`src/sv/ddays_pkg.sv`:
```
// Shared types, constants and calendar tables for the date difference block.
`default_nettype none
package ddays_pkg;

  localparam int MAX_YEAR   = 9999;
  localparam int DAY_W      = 5;
  localparam int MON_W      = 4;
  localparam int YEAR_W     = 14;
  localparam int DIST_W     = 22;
  // Day numbers reach about six million for any 14-bit year.
  localparam int DNUM_W     = 23;
  // Width of the intra-year and leap-day correction sum.
  localparam int FRAC_W     = 13;
  // Quotient of a 14-bit year by 100.
  localparam int YQ_W       = 8;
  localparam int DAYS_YEAR  = 365;

  // Division by 100 as a multiply by ceil(2^19 / 100), exact below 43690.
  localparam int DIV100_MUL = 5243;
  localparam int DIV100_SH  = 19;
  localparam int DIV_PROD_W = DIV100_SH + YQ_W;

  localparam int QDEPTH     = 4;
  localparam int QPTR_W     = $clog2(QDEPTH);
  localparam int QCNT_W     = $clog2(QDEPTH + 1);

  localparam logic [MON_W-1:0] MON_JAN = MON_W'(1);
  localparam logic [MON_W-1:0] MON_FEB = MON_W'(2);
  localparam logic [MON_W-1:0] MON_DEC = MON_W'(12);
  localparam logic [DAY_W-1:0] FEB_LEAP_DAY = DAY_W'(29);

  typedef struct packed {
    logic [DAY_W-1:0]  first_day;
    logic [MON_W-1:0]  first_month;
    logic [YEAR_W-1:0] first_year;
    logic [DAY_W-1:0]  second_day;
    logic [MON_W-1:0]  second_month;
    logic [YEAR_W-1:0] second_year;
  } in_t;

  typedef struct packed {
    logic              date_error;
    logic [DIST_W-1:0] day_distance;
  } out_t;

  // One date after the front end has checked it and divided by 100.
  typedef struct packed {
    logic [YEAR_W-1:0] year;
    logic [MON_W-1:0]  month;
    logic [DAY_W-1:0]  day;
    logic [YQ_W-1:0]   year_q100;
    logic [YQ_W-1:0]   prev_q100;
    logic              base_ok;
    logic              need_leap;
  } date_cls_t;

  typedef struct packed {
    date_cls_t first;
    date_cls_t second;
  } item_cls_t;

  // Partial day number of one date.
  typedef struct packed {
    logic [DNUM_W-1:0] year_days;
    logic [FRAC_W-1:0] frac_days;
    logic              ok;
  } date_part_t;

  // Length of a month in a common year.
  function automatic logic [DAY_W-1:0] month_len(input logic [MON_W-1:0] m);
    logic [DAY_W-1:0] len;
    case (m)
      4'd2:                      len = DAY_W'(28);
      4'd4, 4'd6, 4'd9, 4'd11:   len = DAY_W'(30);
      4'd1, 4'd3, 4'd5, 4'd7,
      4'd8, 4'd10, 4'd12:        len = DAY_W'(31);
      default:                   len = '0;
    endcase
    return len;
  endfunction

  // Days of a common year that lie before the first of the month.
  function automatic logic [8:0] days_before(input logic [MON_W-1:0] m);
    logic [8:0] n;
    case (m)
      4'd1:    n = 9'd0;
      4'd2:    n = 9'd31;
      4'd3:    n = 9'd59;
      4'd4:    n = 9'd90;
      4'd5:    n = 9'd120;
      4'd6:    n = 9'd151;
      4'd7:    n = 9'd181;
      4'd8:    n = 9'd212;
      4'd9:    n = 9'd243;
      4'd10:   n = 9'd273;
      4'd11:   n = 9'd304;
      4'd12:   n = 9'd334;
      default: n = 9'd0;
    endcase
    return n;
  endfunction

endpackage
`default_nettype wire

```
`src/sv/ddays_front.sv`:
```
// Front end: checks both dates and divides their years by 100 ahead of the queue.
`default_nettype none
module ddays_front (
  input  wire ddays_pkg::in_t       in_data,
  output ddays_pkg::item_cls_t      cls
);

  function automatic ddays_pkg::date_cls_t classify(
    input logic [ddays_pkg::DAY_W-1:0]  d,
    input logic [ddays_pkg::MON_W-1:0]  m,
    input logic [ddays_pkg::YEAR_W-1:0] y
  );
    ddays_pkg::date_cls_t              c;
    logic [ddays_pkg::YEAR_W-1:0]      p;
    logic [ddays_pkg::DIV_PROD_W-1:0]  prod_y;
    logic [ddays_pkg::DIV_PROD_W-1:0]  prod_p;
    logic                              year_ok;
    logic                              month_ok;
    logic                              day_ok;
    p        = y - ddays_pkg::YEAR_W'(1);
    prod_y   = ddays_pkg::DIV_PROD_W'(y) * ddays_pkg::DIV_PROD_W'(ddays_pkg::DIV100_MUL);
    prod_p   = ddays_pkg::DIV_PROD_W'(p) * ddays_pkg::DIV_PROD_W'(ddays_pkg::DIV100_MUL);
    year_ok  = (y != '0) && (32'(y) <= 32'(ddays_pkg::MAX_YEAR));
    month_ok = (m >= ddays_pkg::MON_JAN) && (m <= ddays_pkg::MON_DEC);
    c.need_leap = (m == ddays_pkg::MON_FEB) && (d == ddays_pkg::FEB_LEAP_DAY);
    day_ok   = (d != '0) && ((d <= ddays_pkg::month_len(m)) || c.need_leap);
    c.year      = y;
    c.month     = m;
    c.day       = d;
    c.year_q100 = prod_y[ddays_pkg::DIV100_SH +: ddays_pkg::YQ_W];
    c.prev_q100 = prod_p[ddays_pkg::DIV100_SH +: ddays_pkg::YQ_W];
    c.base_ok   = year_ok && month_ok && day_ok;
    return c;
  endfunction

  assign cls.first  = classify(in_data.first_day, in_data.first_month, in_data.first_year);
  assign cls.second = classify(in_data.second_day, in_data.second_month,
                               in_data.second_year);

endmodule
`default_nettype wire

```
`src/sv/ddays_queue.sv`:
```
// Short queue of classified beats between the front end and the back end.
`default_nettype none
module ddays_queue (
  input  wire                        clk,
  input  wire                        rst_n,
  input  wire                        push,
  input  wire ddays_pkg::item_cls_t  wr_data,
  output logic                       full,
  input  wire                        pop,
  output logic                       rd_valid,
  output ddays_pkg::item_cls_t       rd_data
);

  ddays_pkg::item_cls_t              entries_r [ddays_pkg::QDEPTH];
  logic [ddays_pkg::QPTR_W-1:0]      wr_ptr_r, wr_ptr_nxt;
  logic [ddays_pkg::QPTR_W-1:0]      rd_ptr_r, rd_ptr_nxt;
  logic [ddays_pkg::QCNT_W-1:0]      count_r, count_nxt;

  assign full     = (count_r == ddays_pkg::QCNT_W'(ddays_pkg::QDEPTH));
  assign rd_valid = (count_r != '0);
  assign rd_data  = entries_r[rd_ptr_r];

  always_comb begin
    wr_ptr_nxt = push ? wr_ptr_r + ddays_pkg::QPTR_W'(1) : wr_ptr_r;
    rd_ptr_nxt = pop  ? rd_ptr_r + ddays_pkg::QPTR_W'(1) : rd_ptr_r;
    case ({push, pop})
      2'b10:   count_nxt = count_r + ddays_pkg::QCNT_W'(1);
      2'b01:   count_nxt = count_r - ddays_pkg::QCNT_W'(1);
      default: count_nxt = count_r;
    endcase
  end

  always_ff @(posedge clk) begin
    if (!rst_n) begin
      wr_ptr_r <= '0;
      rd_ptr_r <= '0;
      count_r  <= '0;
    end else begin
      wr_ptr_r <= wr_ptr_nxt;
      rd_ptr_r <= rd_ptr_nxt;
      count_r  <= count_nxt;
    end
  end

  always_ff @(posedge clk) begin
    if (push) begin
      entries_r[wr_ptr_r] <= wr_data;
    end
  end

endmodule
`default_nettype wire

```
`src/sv/ddays_back.sv`:
```
// Back end: leap test, day numbers, absolute difference and output register.
`default_nettype none
module ddays_back (
  input  wire                        clk,
  input  wire                        rst_n,
  input  wire                        q_valid,
  input  wire ddays_pkg::item_cls_t  q_data,
  output logic                       q_pop,
  output logic                       out_valid,
  input  wire                        out_stall,
  output ddays_pkg::out_t            out_data
);

  function automatic ddays_pkg::date_part_t part_days(input ddays_pkg::date_cls_t c);
    ddays_pkg::date_part_t             r;
    logic [ddays_pkg::YEAR_W-1:0]      p;
    logic [ddays_pkg::YEAR_W:0]        yq100;
    logic                              leap;
    p     = c.year - ddays_pkg::YEAR_W'(1);
    yq100 = ((ddays_pkg::YEAR_W+1)'(c.year_q100) << 6)
          + ((ddays_pkg::YEAR_W+1)'(c.year_q100) << 5)
          + ((ddays_pkg::YEAR_W+1)'(c.year_q100) << 2);
    // Divisible by 4, and either not by 100 or else by 400.
    leap  = (c.year[1:0] == 2'b00) &&
            ((yq100 != (ddays_pkg::YEAR_W+1)'(c.year)) || (c.year_q100[1:0] == 2'b00));
    r.ok  = c.base_ok && (!c.need_leap || leap);
    r.year_days = ddays_pkg::DNUM_W'(p) * ddays_pkg::DNUM_W'(ddays_pkg::DAYS_YEAR);
    r.frac_days = ddays_pkg::FRAC_W'(p >> 2)
                + ddays_pkg::FRAC_W'(c.prev_q100 >> 2)
                - ddays_pkg::FRAC_W'(c.prev_q100)
                + ddays_pkg::FRAC_W'(ddays_pkg::days_before(c.month))
                + ddays_pkg::FRAC_W'(leap && (c.month > ddays_pkg::MON_FEB))
                + ddays_pkg::FRAC_W'(c.day);
    return r;
  endfunction

  logic                              adv;
  logic                              s1_valid_r;
  ddays_pkg::date_part_t             s1_a_r, s1_b_r;
  logic                              s2_valid_r;
  logic                              s2_err_r;
  logic [ddays_pkg::DNUM_W-1:0]      s2_a_r, s2_b_r;
  logic                              out_valid_r;
  ddays_pkg::out_t                   out_data_r, out_data_nxt;

  // The whole pipe moves together whenever the output register can take a beat.
  assign adv   = !out_valid_r || !out_stall;
  assign q_pop = adv && q_valid;

  always_comb begin
    out_data_nxt.date_error = s2_err_r;
    if (s2_err_r) begin
      out_data_nxt.day_distance = '0;
    end else if (s2_a_r > s2_b_r) begin
      out_data_nxt.day_distance = ddays_pkg::DIST_W'(s2_a_r - s2_b_r);
    end else begin
      out_data_nxt.day_distance = ddays_pkg::DIST_W'(s2_b_r - s2_a_r);
    end
  end

  always_ff @(posedge clk) begin
    if (!rst_n) begin
      s1_valid_r  <= 1'b0;
      s2_valid_r  <= 1'b0;
      out_valid_r <= 1'b0;
    end else if (adv) begin
      s1_valid_r  <= q_valid;
      s2_valid_r  <= s1_valid_r;
      out_valid_r <= s2_valid_r;
    end
  end

  always_ff @(posedge clk) begin
    if (adv) begin
      s1_a_r     <= part_days(q_data.first);
      s1_b_r     <= part_days(q_data.second);
      s2_a_r     <= s1_a_r.year_days + ddays_pkg::DNUM_W'(s1_a_r.frac_days);
      s2_b_r     <= s1_b_r.year_days + ddays_pkg::DNUM_W'(s1_b_r.frac_days);
      s2_err_r   <= !(s1_a_r.ok && s1_b_r.ok);
      out_data_r <= out_data_nxt;
    end
  end

  assign out_valid = out_valid_r;
  assign out_data  = out_data_r;

endmodule
`default_nettype wire

```
`src/sv/date_difference_in_days.sv`:
```
// An accepted beat passes through the queue, then the s1, s2 and output registers.
// Throughput: one pair of dates per cycle unless the output is stalled; the year
// division by 100 is a constant multiply in the front end and the day numbers come
// from a three-stage back end. A four-entry queue keeps accepting in output stalls.
// Reset is synchronous and active low; it empties the queue and the pipeline.
`default_nettype none
module date_difference_in_days (
  input  wire                    clk,
  input  wire                    rst_n,
  input  wire                    in_valid,
  output logic                   in_stall,
  input  wire ddays_pkg::in_t    in_data,
  output logic                   out_valid,
  input  wire                    out_stall,
  output ddays_pkg::out_t        out_data
);

  ddays_pkg::item_cls_t  cls;
  ddays_pkg::item_cls_t  q_data;
  logic                  q_full;
  logic                  q_valid;
  logic                  q_pop;
  logic                  push;

  assign in_stall = q_full;
  assign push     = in_valid && !q_full;

  ddays_front u_front (
    .in_data (in_data),
    .cls     (cls)
  );

  ddays_queue u_queue (
    .clk      (clk),
    .rst_n    (rst_n),
    .push     (push),
    .wr_data  (cls),
    .full     (q_full),
    .pop      (q_pop),
    .rd_valid (q_valid),
    .rd_data  (q_data)
  );

  ddays_back u_back (
    .clk       (clk),
    .rst_n     (rst_n),
    .q_valid   (q_valid),
    .q_data    (q_data),
    .q_pop     (q_pop),
    .out_valid (out_valid),
    .out_stall (out_stall),
    .out_data  (out_data)
  );

endmodule
`default_nettype wire
```
`config.mk`:
```
export PLATFORM = sky130hd
export DESIGN_NAME = date_difference_in_days
export DESIGN_NICKNAME = d
export VERILOG_FILES = /design/src/sv/ddays_pkg.sv /design/src/sv/ddays_front.sv /design/src/sv/ddays_queue.sv /design/src/sv/ddays_back.sv /design/src/sv/date_difference_in_days.sv
export SDC_FILE = /design/constraint.sdc
export NUM_CORES = 2
export LEC_CHECK = 0
export ABC_AREA = 1
export BUFFER_PORTS_ARGS = -buffer_cell sky130_fd_sc_hd__buf_4
export CORE_ASPECT_RATIO = 0.8
export CORE_MARGIN = 5
export CORE_UTILIZATION = 45
export CTS_CLUSTER_SIZE = 25
export DETAILED_ROUTE_END_ITERATION = 10
export HOLD_SLACK_MARGIN = 0.06
export PLACE_DENSITY_LB_ADDON = 0.2
export SETUP_SLACK_MARGIN = 0.1
export SYNTH_ARGS = -nofsm -noshare
export SYNTH_HDL_FRONTEND = slang
export SYNTH_HIERARCHICAL = 1
export SYNTH_SLANG_ARGS = --single-unit
```
`constraint.sdc`:
```
create_clock -name clk -period 9.67 [get_ports clk]
set_input_delay 1.934 -clock clk [delete_from_list [all_inputs] [get_ports clk]]
set_output_delay 1.934 -clock clk [all_outputs]
set_load 0.02 [all_outputs]
```
==> results.cfg <==
[outcome]
status = complete, no violations

[timing]
relSlewSlack_pct = 26.9
slew_viol_final = 0
rsz0062_at_grt = no
finalSetupTns_ns = 0
skew_ns = 0.0508
fmax_mhz = 133
layout_setup_ws_ns = 2.16
setup_viol = 0
tightestPinTransition_ns = 1.10
finalCritPeriodShare_pct = 77.6
fin_crit_ns = 7.51
hold_viol = 0

[final_layout]
multi_input_area_sq_mm = 0.0292
layout_commonest_cell = inv_1
layout_common_cells = 1,143 x inv_1, 769 x nand2_1, 716 x ha_1
fin_nets = 6525
seq_area_sq_mm = 0.0144
n_fill_cell = 10277
area_growth_pct = 7.02
final_cell_area_sq_mm = 0.0522
drive_gt1_share_pct = 5.63

[yosys]
avgSynthCellArea_sq_um = 9.14
synth-simple-area-share_pct = 13.2
muxShareOfSynthArea_pct = 0
synth_fa_ha_area_share_pct = 34.2
synth_enable_flop_cells = 472
synthFlopType = edfxtp_1
synth_xor_area_share_pct = 3.44
synth_area_leaders = edfxtp_1 29%, ha_1 18%, fa_1 16%, inv_1 8.8%, nand2_1 5.9%
syn_area_sq_mm = 0.0488
synth_cell_types = 61
ys_ff_latch = 484
synth_top_family_by_area = adder cells
synth_cells = 5343
synth-compound-area-share_pct = 8.93
syn_nets = 6496
synth-warning-count = 6
seq_area_frac_synth_pct = 29.5
synth_top_area_share_pct = 29.0
synthArstFlopShare_pct = 0
synth_top_area_cell = edfxtp_1

[clock_network]
clk_latency_ns = 0.65
clk_pin_slew_ns = 0.06
postCtsSetupBuffers = 0
cts_buffers = 54
cts_sinks = 484
tritoncts = built
clock_path_buffers = 3
htreeDepth = 2
hold_buffers = 0
cts.root.buffer_cell = clkbuf_16
cts_resized = 0

[critical_path]
arrival_ns = 7.86
ff2ff_path_depth = 23
timing.critical_path.cells = inv_2 -> o21ai_1 -> o22ai_1 -> inv_1 -> nand2_1 -> nor3_1 -> nand2_1 -> nor4_1 -> nand4_1 -> xor2_1 -> inv_1 -> ha_1 -> fa_1 -> fa_1 -> inv_1 -> fa_1 -> inv_1 -> ha_1 -> nand2_1 -> nor4_1 -> a21oi_1 -> o21ai_0 -> xor2_1
cp.buffers_inverters = 5
crit_path_start_kind = flop
reg2reg_slack_ns = 2.16
r2r_end = u_back/s1_a_r[30]
cp.required_ns = 10.02
max_stage_delay_ns = 0.58
criticalPathCategory = flop to flop
slowest_stage = dfxtp_2
timing.critical_path.mode_cell = inv_1
cp_top_family = adder cells
path_max_fanout = 24
end_kind = flop

[place]
dp_hpwl_um = 93900
gp_routability_congestion = 0.892
io_buffers = 74
pre_cts_slack_ns = 1.96
placed_area_sq_mm = 0.0505

[worst_hold_path]
worstHoldPathType = flop to flop
whs_path_depth = 1
worstHoldStart = u_queue/rd_ptr_r[1]

[global_routing]
grt_max_degree = 141
antenna_found_initial = 3
grtUsageTotal_pct = 20.3
first_global_vias = 33938
overflow = 0
grt_pass1_wl_um = 188000

[floorplanning]
die_h_um = 305
die_w_um = 378
num_io_pins = 75
rows = 108
die_area_sq_mm = 0.115
core_sq_mm = 0.108
initial_core_util_pct = 45.2

[route]
num_vias = 34727
first_iter_violations = 2544
antenna_left = 0
first_pass_iters = 5
finalWirelength_um = 116000
vias_per_cell = 5.07
drt-wirelength-per-cell_um = 17.0
drc = 0

[run]
maxCapViolCount = 0
[cell usage after synthesis (29+ instances only)]
cell type / n
a21o_1: 30
a21oi_1: 247
buf_4: 53
edfxtp_1: 472
fa_1: 387
ha_1: 716
inv_1: 1147
nand2_1: 770
nand2_2: 31
nand3_1: 167
nand4_1: 67
nor2_1: 409
nor3_1: 41
o21ai_0: 221
o21ai_1: 66
o21ai_2: 29
o22ai_1: 83
xnor2_1: 53
xor2_1: 118
[metrics by stage]
step | cells | util (%) | hold slack, ns
CTS | 6844 | 48.3 | 0.436
global placement | 6746 | 46.7 | 0.415
floorplan | 5343 | - | 0.412
global route | 6844 | 48.3 | 0.459
detailed placement | 6746 | 46.7 | 0.425
finish | 6845 | 48.3 | 0.436
[state kept, by name (all words and copies together) (netlist names), named ones only]
register / cells
u_queue/entries_r: 328
u_queue/rd_ptr_r: 2
u_back/s2_valid_r: 1
u_back/s1_b_r: 37
u_back/s2_a_r: 23
u_queue/count_r: 3
u_back/out_data: 23
u_back/out_valid: 1
u_back/s1_a_r: 37
u_back/s2_err_r: 1
u_back/s1_valid_r: 1
u_queue/wr_ptr_r: 2
u_back/s2_b_r: 23
[final cells by class]
class                      instances  area share (%)
clock inverter                    32           0.675
antenna                            1         0.00479
sequential                       484            27.6
timing repair buffer              87            1.30
clock buffer                      66            2.67
inverter                        1166            8.42
multi-input combinational       3579            55.9
tap                             1430            3.43
[metal layers]
layer,GRT usage [%],vias up,routed length (um)
li1,-,17308,-
met1,32.0,16556,59700
met2,29.4,776,47500
met3,3.89,85,7660
met4,2.93,2,1420
met5,0,-,13
[kinds of logic after synthesis]
kind of cell	count (synthesis)
XOR/XNOR	179
flip-flops	484
adder cells (fa/ha/maj)	1103
AO/OA/AOI/OAI	763
buffers and inverters	1280
AND/OR/NAND/NOR	1534
[how the worst max path moves through the flow]
stage / from / end / cells after the start
floorplan: in_data[11] / u_queue/entries_r[0][9] / 24
global placement: in_data[11] / u_queue/entries_r[2][5] / 25
detailed placement: in_data[11] / u_queue/entries_r[2][5] / 25
CTS: flop / u_back/s1_a_r[30] / 23
global route: flop / u_back/s1_a_r[30] / 23
finish: flop / u_back/s1_a_r[30] / 23
Power is left out: the tool's default activity adds up to more than one toggle a clock period on the data nets, which glitch-free logic cannot reach.
